### config.mk
export PLATFORM = sky130hd
export DESIGN_NAME = scan_disk_scheduler
export DESIGN_NICKNAME = d
export VERILOG_FILES = /design/src/design/sds_pkg.sv /design/src/design/sds_ram.sv /design/src/design/sds_ucode.sv /design/src/design/sds_datapath.sv /design/src/design/scan_disk_scheduler.sv
export SDC_FILE = /design/constraint.sdc
export NUM_CORES = 1
export LEC_CHECK = 0
export ABC_CLOCK_PERIOD_IN_PS = 9700
export BUFFER_PORTS_ARGS = -buffer_cell sky130_fd_sc_hd__buf_2
export CORE_UTILIZATION = 50
export CTS_BUF_LIST = sky130_fd_sc_hd__clkbuf_16
export DETAILED_ROUTE_END_ITERATION = 8
export PLACE_DENSITY = 0.66
export SYNTH_ARGS = -nofsm -noshare
export SYNTH_HDL_FRONTEND = slang
export SYNTH_SLANG_ARGS = --single-unit
### constraint.sdc
create_clock -name clk -period 9.7 [get_ports clk]
set_input_delay 0.97 -clock clk [delete_from_list [all_inputs] [get_ports clk]]
set_output_delay 0.97 -clock clk [all_outputs]
set_load 0.1 [all_outputs]
### src/design/sds_pkg.sv
// shared types, constants and microcode table of the scan disk scheduler
package sds_pkg;

  localparam int TRACK_W = 16;
  localparam int SEEK_W = 22;
  localparam int PC_W = 4;
  localparam int CFG_IDX_W = 2;
  localparam int CFG_DATA_W = 16;

  // configuration register indexes
  localparam logic [CFG_IDX_W-1:0] CFG_DISK_SIZE = 2'd0;
  localparam logic [CFG_IDX_W-1:0] CFG_START_HEAD = 2'd1;
  localparam logic [CFG_IDX_W-1:0] CFG_START_DIR = 2'd2;

  localparam logic [TRACK_W-1:0] DISK_SIZE_RST = 16'd200;

  typedef struct packed {
    logic [TRACK_W-1:0] request_track;
    logic               batch_end;
  } in_item_t;

  typedef struct packed {
    logic [TRACK_W-1:0] served_track;
    logic [TRACK_W-1:0] step_distance;
    logic [SEEK_W-1:0]  seek_total;
    logic               overflow;
    logic               last_of_run;
  } out_item_t;

  // branch conditions of the sequencer
  typedef enum logic [2:0] {
    BR_NEXT     = 3'd0,
    BR_WAIT_END = 3'd1,
    BR_SCAN     = 3'd2,
    BR_BEST     = 3'd3,
    BR_GOTO     = 3'd4
  } br_t;

  // program steps
  localparam logic [PC_W-1:0] STEP_LOAD      = 4'd0;
  localparam logic [PC_W-1:0] STEP_SETUP     = 4'd1;
  localparam logic [PC_W-1:0] STEP_EQ_SCAN   = 4'd2;
  localparam logic [PC_W-1:0] STEP_LEGA_INIT = 4'd3;
  localparam logic [PC_W-1:0] STEP_LEGA_SCAN = 4'd4;
  localparam logic [PC_W-1:0] STEP_LEGA_PICK = 4'd5;
  localparam logic [PC_W-1:0] STEP_LEGB_INIT = 4'd6;
  localparam logic [PC_W-1:0] STEP_LEGB_SCAN = 4'd7;
  localparam logic [PC_W-1:0] STEP_LEGB_PICK = 4'd8;
  localparam logic [PC_W-1:0] STEP_FLUSH     = 4'd9;

  typedef struct packed {
    logic            ld_in;
    logic            init;
    logic            leg_ld;
    logic            leg_inv;
    logic            scan;
    logic            scan_eq;
    logic            pick;
    logic            flush;
    br_t             br;
    logic [PC_W-1:0] tgt;
  } ctrl_word_t;

  typedef struct packed {
    logic in_end;
    logic scan_done;
    logic best_v;
    logic hold;
  } seq_stat_t;

  function automatic ctrl_word_t ucode_rom(input logic [PC_W-1:0] pc);
    ctrl_word_t cw;
    cw = '0;
    cw.br = BR_GOTO;
    cw.tgt = STEP_LOAD;
    case (pc)
      STEP_LOAD: begin
        cw.ld_in = 1'b1;
        cw.br = BR_WAIT_END;
        cw.tgt = STEP_SETUP;
      end
      STEP_SETUP: begin
        cw.init = 1'b1;
        cw.br = BR_NEXT;
      end
      STEP_EQ_SCAN: begin
        cw.scan = 1'b1;
        cw.scan_eq = 1'b1;
        cw.br = BR_SCAN;
      end
      STEP_LEGA_INIT: begin
        cw.leg_ld = 1'b1;
        cw.br = BR_NEXT;
      end
      STEP_LEGA_SCAN: begin
        cw.scan = 1'b1;
        cw.br = BR_SCAN;
      end
      STEP_LEGA_PICK: begin
        cw.pick = 1'b1;
        cw.br = BR_BEST;
        cw.tgt = STEP_LEGA_INIT;
      end
      STEP_LEGB_INIT: begin
        cw.leg_ld = 1'b1;
        cw.leg_inv = 1'b1;
        cw.br = BR_NEXT;
      end
      STEP_LEGB_SCAN: begin
        cw.scan = 1'b1;
        cw.br = BR_SCAN;
      end
      STEP_LEGB_PICK: begin
        cw.pick = 1'b1;
        cw.br = BR_BEST;
        cw.tgt = STEP_LEGB_INIT;
      end
      STEP_FLUSH: begin
        cw.flush = 1'b1;
        cw.br = BR_GOTO;
        cw.tgt = STEP_LOAD;
      end
      default: begin
        cw.br = BR_GOTO;
        cw.tgt = STEP_LOAD;
      end
    endcase
    return cw;
  endfunction

endpackage

### src/design/sds_ram.sv
// generic single-port-write ram with registered read
module sds_ram #(
  parameter int WIDTH = 16,
  parameter int DEPTH = 32
) (
  input  logic                                         clk,
  input  logic                                         we,
  input  logic [((DEPTH > 1) ? $clog2(DEPTH) : 1)-1:0] waddr,
  input  logic [WIDTH-1:0]                             wdata,
  input  logic                                         re,
  input  logic [((DEPTH > 1) ? $clog2(DEPTH) : 1)-1:0] raddr,
  output logic [WIDTH-1:0]                             rdata
);

  logic [WIDTH-1:0] mem_r [DEPTH];
  logic [WIDTH-1:0] rdata_r;

  always_ff @(posedge clk) begin
    if (we) begin
      mem_r[waddr] <= wdata;
    end
    if (re) begin
      rdata_r <= mem_r[raddr];
    end
  end

  assign rdata = rdata_r;

endmodule

### src/design/sds_ucode.sv
// microcode sequencer: step counter, control table and branch logic
module sds_ucode (
  input  logic                   clk,
  input  logic                   rst_n,
  input  sds_pkg::seq_stat_t     stat,
  output sds_pkg::ctrl_word_t    cw
);

  import sds_pkg::*;

  logic [PC_W-1:0] pc_r;
  logic [PC_W-1:0] pc_nxt;
  logic [PC_W-1:0] pc_inc;

  assign cw = ucode_rom(pc_r);
  assign pc_inc = pc_r + 1'b1;

  always_comb begin
    pc_nxt = pc_r;
    case (cw.br)
      BR_NEXT: begin
        if (!stat.hold) pc_nxt = pc_inc;
      end
      BR_WAIT_END: begin
        if (stat.in_end) pc_nxt = cw.tgt;
      end
      BR_SCAN: begin
        if (stat.scan_done) pc_nxt = pc_inc;
      end
      BR_BEST: begin
        if (!stat.hold) pc_nxt = stat.best_v ? cw.tgt : pc_inc;
      end
      BR_GOTO: begin
        if (!stat.hold) pc_nxt = cw.tgt;
      end
      default: begin
        pc_nxt = STEP_LOAD;
      end
    endcase
  end

  always_ff @(posedge clk) begin
    if (!rst_n) begin
      pc_r <= STEP_LOAD;
    end else begin
      pc_r <= pc_nxt;
    end
  end

endmodule

### src/design/sds_datapath.sv
// request store control, selection scan, seek arithmetic and result registers
module sds_datapath #(
  parameter int MAX_REQUESTS = 32
) (
  input  logic                                                clk,
  input  logic                                                rst_n,
  input  sds_pkg::ctrl_word_t                                 cw,
  output sds_pkg::seq_stat_t                                  stat,
  input  logic                                                in_valid,
  output logic                                                in_stall,
  input  sds_pkg::in_item_t                                   in_data,
  output logic                                                out_valid,
  input  logic                                                out_stall,
  output sds_pkg::out_item_t                                  out_data,
  input  logic [15:0]                                         disk_size,
  input  logic [15:0]                                         start_head,
  input  logic                                                start_dir,
  output logic                                                ram_we,
  output logic [((MAX_REQUESTS > 1) ? $clog2(MAX_REQUESTS) : 1)-1:0] ram_waddr,
  output logic [15:0]                                         ram_wdata,
  output logic                                                ram_re,
  output logic [((MAX_REQUESTS > 1) ? $clog2(MAX_REQUESTS) : 1)-1:0] ram_raddr,
  input  logic [15:0]                                         ram_rdata
);

  import sds_pkg::*;

  localparam int CW = $clog2(MAX_REQUESTS + 1);
  localparam int AW = (MAX_REQUESTS > 1) ? $clog2(MAX_REQUESTS) : 1;

  logic [CW-1:0]           count_r, count_nxt;
  logic                    dropped_r, dropped_nxt;
  logic [TRACK_W-1:0]      head_r, head_nxt;
  logic [SEEK_W-1:0]       acc_r, acc_nxt;
  logic [CW-1:0]           idx_r, idx_nxt;
  logic                    rd_v_r, rd_v_nxt;
  logic [AW-1:0]           rd_idx_r, rd_idx_nxt;
  logic [MAX_REQUESTS-1:0] used_r, used_nxt;
  logic                    end_used_r, end_used_nxt;
  logic                    leg_hi_r, leg_hi_nxt;
  logic                    best_v_r, best_v_nxt;
  logic [TRACK_W-1:0]      best_val_r, best_val_nxt;
  logic [AW-1:0]           best_idx_r, best_idx_nxt;
  logic                    best_end_r, best_end_nxt;
  logic                    pend_v_r, pend_v_nxt;
  out_item_t               pend_r, pend_nxt;
  logic                    out_v_r, out_v_nxt;
  out_item_t               out_r, out_nxt;

  logic               in_fire;
  logic               has_room;
  logic [TRACK_W-1:0] end_val;
  logic               issue;
  logic               eq_hit;
  logic               lo_ok;
  logic               hi_ok;
  logic               sel_take;
  logic               eq_visit;
  logic               pick_visit;
  logic               visit_req;
  logic [TRACK_W-1:0] visit_track;
  logic               push_ok;
  logic               blk;
  logic               visit_fire;
  logic               flush_fire;
  logic               freeze;
  logic               push;
  logic [TRACK_W-1:0] step_dist;
  logic [SEEK_W-1:0]  acc_sum;

  assign in_fire  = cw.ld_in && in_valid;
  assign in_stall = !cw.ld_in;
  assign has_room = count_r < CW'(MAX_REQUESTS);

  assign ram_we    = in_fire && has_room;
  assign ram_waddr = count_r[AW-1:0];
  assign ram_wdata = in_data.request_track;

  // end track of the first sweep: disk size zero wraps to the top track
  assign end_val = start_dir ? (disk_size - 16'd1) : '0;

  assign issue = cw.scan && (idx_r < count_r);
  assign eq_hit = ram_rdata == start_head;
  assign lo_ok = !used_r[rd_idx_r] && (ram_rdata < start_head)
                 && (!best_v_r || ram_rdata > best_val_r);
  assign hi_ok = !used_r[rd_idx_r] && (ram_rdata > start_head)
                 && (!best_v_r || ram_rdata < best_val_r);
  assign sel_take = cw.scan && !cw.scan_eq && rd_v_r && (leg_hi_r ? hi_ok : lo_ok);

  assign eq_visit    = cw.scan && cw.scan_eq && rd_v_r && eq_hit;
  assign pick_visit  = cw.pick && best_v_r;
  assign visit_req   = eq_visit || pick_visit;
  assign visit_track = cw.pick ? best_val_r : ram_rdata;

  // the pending result moves to the output register when the next one is made or at flush
  assign push_ok    = !out_v_r || !out_stall;
  assign blk        = pend_v_r && !push_ok;
  assign visit_fire = visit_req && !blk;
  assign flush_fire = cw.flush && !blk;
  assign freeze     = eq_visit && blk;
  assign push       = (visit_fire || flush_fire) && pend_v_r;

  assign ram_re    = issue && !freeze;
  assign ram_raddr = idx_r[AW-1:0];

  assign step_dist = (visit_track > head_r) ? (visit_track - head_r)
                                            : (head_r - visit_track);
  assign acc_sum   = acc_r + SEEK_W'(step_dist);

  assign stat.in_end    = in_fire && in_data.batch_end;
  assign stat.scan_done = !rd_v_r && !issue;
  assign stat.best_v    = best_v_r;
  assign stat.hold      = (visit_req || cw.flush) && blk;

  always_comb begin
    count_nxt    = count_r;
    dropped_nxt  = dropped_r;
    head_nxt     = head_r;
    acc_nxt      = acc_r;
    idx_nxt      = idx_r;
    rd_v_nxt     = rd_v_r;
    rd_idx_nxt   = rd_idx_r;
    used_nxt     = used_r;
    end_used_nxt = end_used_r;
    leg_hi_nxt   = leg_hi_r;
    best_v_nxt   = best_v_r;
    best_val_nxt = best_val_r;
    best_idx_nxt = best_idx_r;
    best_end_nxt = best_end_r;
    pend_v_nxt   = pend_v_r;
    pend_nxt     = pend_r;
    out_v_nxt    = out_v_r;
    out_nxt      = out_r;

    if (in_fire) begin
      if (has_room) begin
        count_nxt = count_r + 1'b1;
      end else begin
        dropped_nxt = 1'b1;
      end
    end

    if (cw.init) begin
      head_nxt     = start_head;
      acc_nxt      = '0;
      idx_nxt      = '0;
      rd_v_nxt     = 1'b0;
      used_nxt     = '0;
      end_used_nxt = 1'b0;
      pend_v_nxt   = 1'b0;
    end

    // the first leg's selection pass starts with the end track as candidate until it is served
    if (cw.leg_ld) begin
      leg_hi_nxt   = start_dir ^ cw.leg_inv;
      idx_nxt      = '0;
      rd_v_nxt     = 1'b0;
      best_v_nxt   = !end_used_r && !cw.leg_inv;
      best_val_nxt = end_val;
      best_idx_nxt = '0;
      best_end_nxt = 1'b1;
    end

    if (cw.scan && !freeze) begin
      if (issue) begin
        rd_v_nxt   = 1'b1;
        rd_idx_nxt = idx_r[AW-1:0];
        idx_nxt    = idx_r + 1'b1;
      end else begin
        rd_v_nxt = 1'b0;
      end
    end

    if (sel_take) begin
      best_v_nxt   = 1'b1;
      best_val_nxt = ram_rdata;
      best_idx_nxt = rd_idx_r;
      best_end_nxt = 1'b0;
    end

    if (visit_fire) begin
      head_nxt                = visit_track;
      acc_nxt                 = acc_sum;
      pend_v_nxt              = 1'b1;
      pend_nxt.served_track   = visit_track;
      pend_nxt.step_distance  = step_dist;
      pend_nxt.seek_total     = acc_sum;
      pend_nxt.overflow       = dropped_r;
      pend_nxt.last_of_run    = 1'b0;
      if (pick_visit) begin
        if (best_end_r) begin
          end_used_nxt = 1'b1;
        end else begin
          used_nxt[best_idx_r] = 1'b1;
        end
      end
    end

    if (flush_fire) begin
      count_nxt   = '0;
      dropped_nxt = 1'b0;
      pend_v_nxt  = 1'b0;
    end

    if (push) begin
      out_v_nxt           = 1'b1;
      out_nxt             = pend_r;
      out_nxt.last_of_run = cw.flush;
    end else if (out_v_r && !out_stall) begin
      out_v_nxt = 1'b0;
    end
  end

  always_ff @(posedge clk) begin
    if (!rst_n) begin
      count_r    <= '0;
      dropped_r  <= 1'b0;
      idx_r      <= '0;
      rd_v_r     <= 1'b0;
      used_r     <= '0;
      end_used_r <= 1'b0;
      leg_hi_r   <= 1'b0;
      best_v_r   <= 1'b0;
      best_end_r <= 1'b0;
      pend_v_r   <= 1'b0;
      out_v_r    <= 1'b0;
    end else begin
      count_r    <= count_nxt;
      dropped_r  <= dropped_nxt;
      idx_r      <= idx_nxt;
      rd_v_r     <= rd_v_nxt;
      used_r     <= used_nxt;
      end_used_r <= end_used_nxt;
      leg_hi_r   <= leg_hi_nxt;
      best_v_r   <= best_v_nxt;
      best_end_r <= best_end_nxt;
      pend_v_r   <= pend_v_nxt;
      out_v_r    <= out_v_nxt;
    end
  end

  always_ff @(posedge clk) begin
    head_r     <= head_nxt;
    acc_r      <= acc_nxt;
    rd_idx_r   <= rd_idx_nxt;
    best_val_r <= best_val_nxt;
    best_idx_r <= best_idx_nxt;
    pend_r     <= pend_nxt;
    out_r      <= out_nxt;
  end

  assign out_valid = out_v_r;
  assign out_data  = out_r;

  a_count_bound: assert property (@(posedge clk) disable iff (!rst_n)
    count_r <= CW'(MAX_REQUESTS))
    else $error("request count beyond capacity");

  a_read_in_batch: assert property (@(posedge clk) disable iff (!rst_n)
    rd_v_r |-> (CW'(rd_idx_r) < count_r))
    else $error("scan read outside the loaded batch");

  a_flush_clears: assert property (@(posedge clk) disable iff (!rst_n)
    flush_fire |=> (count_r == '0) && !dropped_r && !pend_v_r)
    else $error("batch state not cleared after final result");

  a_end_once: assert property (@(posedge clk) disable iff (!rst_n)
    (cw.pick && best_v_r && best_end_r) |-> !end_used_r)
    else $error("end track selected twice");

endmodule

### src/design/scan_disk_scheduler.sv
// top level of the scan disk scheduler: configuration registers and unit wiring
//
// Requests are taken one per cycle while in the load step, into a store of MAX_REQUESTS
// tracks; requests past capacity are dropped and flag overflow on every result of the
// batch. The request marked batch_end starts scheduling and input stalls until the last
// result is handed to the output register. Scheduling is run by a ten-step microprogram
// over one store read port: one pass over the batch serves requests equal to start_head,
// then every further track takes a selection pass that reads the whole batch; an output
// stall holds the sequencer. The disk end on the side of the first sweep is always
// visited. The store needs no clearing after reset.
module scan_disk_scheduler #(
  parameter int MAX_REQUESTS = 32
) (
  input  logic                                clk,
  input  logic                                rst_n,
  input  logic                                cfg_we,
  input  logic [sds_pkg::CFG_IDX_W-1:0]       cfg_index,
  input  logic [sds_pkg::CFG_DATA_W-1:0]      cfg_wdata,
  input  logic                                in_valid,
  output logic                                in_stall,
  input  sds_pkg::in_item_t                   in_data,
  output logic                                out_valid,
  input  logic                                out_stall,
  output sds_pkg::out_item_t                  out_data
);

  import sds_pkg::*;

  localparam int AW = (MAX_REQUESTS > 1) ? $clog2(MAX_REQUESTS) : 1;

  logic [TRACK_W-1:0] disk_size_r, disk_size_nxt;
  logic [TRACK_W-1:0] start_head_r, start_head_nxt;
  logic               start_dir_r, start_dir_nxt;

  ctrl_word_t         cw;
  seq_stat_t          stat;
  logic               ram_we;
  logic [AW-1:0]      ram_waddr;
  logic [TRACK_W-1:0] ram_wdata;
  logic               ram_re;
  logic [AW-1:0]      ram_raddr;
  logic [TRACK_W-1:0] ram_rdata;

  always_comb begin
    disk_size_nxt  = disk_size_r;
    start_head_nxt = start_head_r;
    start_dir_nxt  = start_dir_r;
    if (cfg_we) begin
      case (cfg_index)
        CFG_DISK_SIZE:  disk_size_nxt = cfg_wdata;
        CFG_START_HEAD: start_head_nxt = cfg_wdata;
        CFG_START_DIR:  start_dir_nxt = cfg_wdata[0];
        default: ;
      endcase
    end
  end

  always_ff @(posedge clk) begin
    if (!rst_n) begin
      disk_size_r  <= DISK_SIZE_RST;
      start_head_r <= '0;
      start_dir_r  <= 1'b0;
    end else begin
      disk_size_r  <= disk_size_nxt;
      start_head_r <= start_head_nxt;
      start_dir_r  <= start_dir_nxt;
    end
  end

  sds_ucode u_ucode (
    .clk   (clk),
    .rst_n (rst_n),
    .stat  (stat),
    .cw    (cw)
  );

  sds_datapath #(
    .MAX_REQUESTS (MAX_REQUESTS)
  ) u_datapath (
    .clk        (clk),
    .rst_n      (rst_n),
    .cw         (cw),
    .stat       (stat),
    .in_valid   (in_valid),
    .in_stall   (in_stall),
    .in_data    (in_data),
    .out_valid  (out_valid),
    .out_stall  (out_stall),
    .out_data   (out_data),
    .disk_size  (disk_size_r),
    .start_head (start_head_r),
    .start_dir  (start_dir_r),
    .ram_we     (ram_we),
    .ram_waddr  (ram_waddr),
    .ram_wdata  (ram_wdata),
    .ram_re     (ram_re),
    .ram_raddr  (ram_raddr),
    .ram_rdata  (ram_rdata)
  );

  sds_ram #(
    .WIDTH (TRACK_W),
    .DEPTH (MAX_REQUESTS)
  ) u_store (
    .clk   (clk),
    .we    (ram_we),
    .waddr (ram_waddr),
    .wdata (ram_wdata),
    .re    (ram_re),
    .raddr (ram_raddr),
    .rdata (ram_rdata)
  );

endmodule
==> results.md <==
* Syn avg cell area at around 16 um^2
* Pins Over Slew Limit at 0
* DRC viols at 0
* Crit path DAT at 8.28 ns
* Syn_nets at around 2300
* Lkg Pwr at 12.8 nW
* Hold path cells at 0
* Buffer levels on the longest clock path at 3
* Synthesis-to-layout area growth at 12.2%
* Worst-margin pin slew at approximately 1.2 ns
* Final Power at between 8 and 9 mW
* Pint at 6.18 mW
* Sw Share at between 20 and 30%
* Endpoint, Worst Hold: u_datapath.out_data[31]$_DFFE_PP_
* Mapped Cells at approximately 2100
* Starting Density at between 50 and 60%
* TritonCTS Buffers at 82
* Initial drt markers at 1333
* Comb power frac at 18.6%
* Die H at approximately 260 um
* Post-CTS resize count at 0
* First-pass GRT wire length at approximately 110000 um
* Layout cell share with drive strength beyond 1 at between 15 and 20%
* VDD IR max at roughly 0.17 mV
* Hold Path Class: flip-flop to flip-flop
* CP Capture Type: flip-flop
* Setup TNS at 0 ns
* Min Tclk post-route at between 7 and 8 ns
* Routed Wire Length at about 76000 um
* Cell with the most instances after synthesis: edfxtp_1
* Max Clk Rate at roughly 0.13 GHz
* Post-CTS Setup Inserts at 0
* Hold_sp: u_datapath.pend_r[31]$_DFFE_PP_
* RSZ-0062 raised after global routing: no
* CTS sink count at 792
* Synth top area cells: edfxtp_1 62%, mux4_2 11%, dfxtp_1 5.3%, ha_1 3.5%, nand2_1 1.8%
* Cell area after layout at about 38000 um^2
* Cell Area, Placed at between 30000 and 40000 um^2
* Share of the synthesized area in the top cell type at 62.5%
* Largest net degree at the start of global routing at 75
* Critical Path RT at around 10 ns
* Slew margin rel. at roughly a fifth
* Yosys warns at 0
* Worst Reg-to-Reg Cells at 21
* PortBufs at 97
* Switch Pwr at about 2.4 mW
* Average wire per standard cell at ~24 um
* TritonCTS clock tree: done
* Clk root buf: clkbuf_16
* Critical R2R Launch: u_ucode.pc_r[0]$_SDFFE_PN0P_
* Synth Flop Type: edfxtp_1
* Reg power frac at between 40 and 50%
* Via count at 18800
* Crit path kind: flip-flop to flip-flop
* IO Pins at 98
* Final ANT Viol Nets at 0
* Flop-to-flop setup slack at between 1.5 and 2 ns
* Sequential-to-total area share from yosys stat at 67.7%
* First drt pass iteration count at 5
* Number of global-route vias before repair at between 15000 and 20000
* H-tree depth at 3
* Outcome: finished clean
* Clk network pwr share at a little over a third
* Final Setup Violations at 0
* Worst skew pair latency at about 0.65 ns
* Top cells by count, synth: 703 x edfxtp_1, 170 x mux4_2, 162 x nand2_1, 133 x nor2_1, 110 x a21oi_1
* Worst Skew at approximately 0.023 ns
* Initial antenna violation count at 8
* Maxcap violations at 0
* GRT Residual Overflow at 0
* Dpl ws at approximately 1.9 ns
* Hpwl dp at about 48000 um
* Final Cycle Share at just over 80%
* Drt via density at about 5.9
* Final Hold Fails at 0
* NumNets Final at 2400
* RR Endpoint: u_datapath.pend_r[23]$_DFFE_PP_
* Final WS setup at ~1.8 ns
* CTS Hold Buffers Added at 0
* Seq cells post-synth at approximately 790
* Count of cell types in the netlist at slightly below 70
* Post-synth EDFFs at between 700 and 800
* GRT Util Overall at 22.5%
* Worst-path clk slew at 0.06 ns
* Placer Congestion at ~0.9
* Synthesized area at roughly 34000 um^2
* CP Max Fanout at 29
* PD cells at between 200 and 250 nW/um^2
* Die W at 262 um
* Startpoint types: flip-flop
* CORE AREA at ~66000 um^2
* Post-synth top area cell: edfxtp_1
* Asr flop ratio synth at 0%
* FP Rows at 94
* Die area at just under 70000 um^2
[registers in the layout, indices dropped and copies added, names as in the netlist, 4 cells and up]
signal,cells
disk_size_r,16
start_head_r,16
u_datapath.acc_r,22
u_datapath.best_idx_r,5
u_datapath.best_val_r,16
u_datapath.count_r,6
u_datapath.head_r,16
u_datapath.idx_r,6
u_datapath.out_data,56
u_datapath.pend_r,55
u_datapath.rd_idx_r,5
u_datapath.used_r,32
u_store.mem_r,512
u_store.rdata,16
u_ucode.pc_r,4
[final cells by class]
type	instances	area, um^2
inverters	105	394
clock buffers	83	2080
well taps	864	1080
fillers	5146	28400
repair buffers	142	823
diodes	1	2.50
clock inverters	66	482
flip-flops and latches	792	22900
multi-input cells	1140	10100
[critical path, stage by stage (launching register included)]
cell and delay (ns):
dfxtp_1 0.41, inv_1 0.11, ha_1 0.27, nand3b_1 0.12, nand2_1 0.53, a21oi_1 0.44, inv_1 0.10, ha_1 0.55
nand4_1 0.21, nor4_1 0.56, and2_1 0.25, a21o_1 0.65, mux2_2 0.43, o21ai_0 0.26, a31oi_1 0.16, xnor2_1 0.41
ha_1 0.39, a21o_1 0.19, a2111oi_0 0.92, a21o_1 0.28, mux2i_1 0.10, or2_2 0.29
[power by group through the flow]
| stage | sequential (mW) | clock, mW | combinational [mW] |
|---|---|---|---|
| 4_1_cts | 3.98 | 3.04 | 1.60 |
| 5_1_grt | 3.99 | 3.15 | 1.75 |
| 6_report | 3.98 | 2.98 | 1.60 |
| 3_5_place_dp | 4.05 | 0 | 1.59 |
| 2_1_floorplan | 4.01 | 0 | 1.16 |
| 3_3_place_gp | 4.05 | 0 | 1.57 |
[cells in the final DEF, fill, tap and decap left out, types with 12 or more instances in the layout]
cell type | Yosys | routed
edfxtp_1 | 703 | 703
mux4_2 | 170 | 170
nand2_1 | 162 | 162
nor2_1 | 133 | 131
inv_1 | 104 | 125
a21oi_1 | 110 | 109
buf_2 | 15 | 97
ha_1 | 94 | 94
dfxtp_1 | 89 | 85
clkbuf_16 | 0 | 83
o21ai_0 | 59 | 59
buf_4 | 2 | 45
xnor2_1 | 33 | 33
mux2i_1 | 31 | 31
nand3_1 | 30 | 30
a22oi_1 | 28 | 28
a21o_1 | 24 | 24
and2_1 | 24 | 24
mux2_2 | 24 | 24
nor3_1 | 23 | 21
clkinv_1 | 0 | 20
nor2b_1 | 15 | 15
xor2_1 | 15 | 15
nand4_1 | 13 | 13
nand2b_1 | 12 | 12
[worst max-delay path by stage]
stage                                  from                                 end  slack [ns]  depth (start not counted)
2_1_floorplan  u_ucode.pc_r[0]$_SDFFE_PN0P_     u_datapath.pend_r[23]$_DFFE_PP_        3.79                         26
5_1_grt        u_ucode.pc_r[0]$_SDFFE_PN0P_  u_datapath.acc_r[15]$_SDFFCE_PN0P_        1.03                         22
3_3_place_gp   u_ucode.pc_r[2]$_SDFFE_PN0P_     u_datapath.pend_r[23]$_DFFE_PP_        2.03                         20
4_1_cts        u_ucode.pc_r[0]$_SDFFE_PN0P_     u_datapath.pend_r[23]$_DFFE_PP_        1.86                         21
6_report       u_ucode.pc_r[0]$_SDFFE_PN0P_     u_datapath.pend_r[23]$_DFFE_PP_        1.79                         21
3_5_place_dp   u_ucode.pc_r[0]$_SDFFE_PN0P_     u_datapath.pend_r[23]$_DFFE_PP_        1.88                         21
[layer usage]
| metal | GRT usage, % | share of wire [%] |
|---|---|---|
| met1 | 29.2 | 41 |
| met2 | 38.6 | 50 |
| met5 | 0 | 0.14 |
| met4 | 7.84 | 2.9 |
| met3 | 3.76 | 5.9 |
[stage by stage]
step                      hold WS, ns  util (%)  instances
final                           0.416      57.2       3193
after global routing            0.422      57.1       3192
after CTS                       0.417      57.1       3192
after detailed placement        0.405      53.3       3043
after global placement          0.402      53.3       3043
after floorplan                 0.400         -       2133
[cell families after synthesis]
logic type / synth area share, %
xor gates and xnor gates: 1.24
buffers and inverters: 2.33
DFF: 67.7
AOI/OAI and AO/OA: 5.53
adders and majority gates: 3.66
and+or+nand+nor: 6.46
muxes: 13.0
Power figures use the tool's default switching activity.
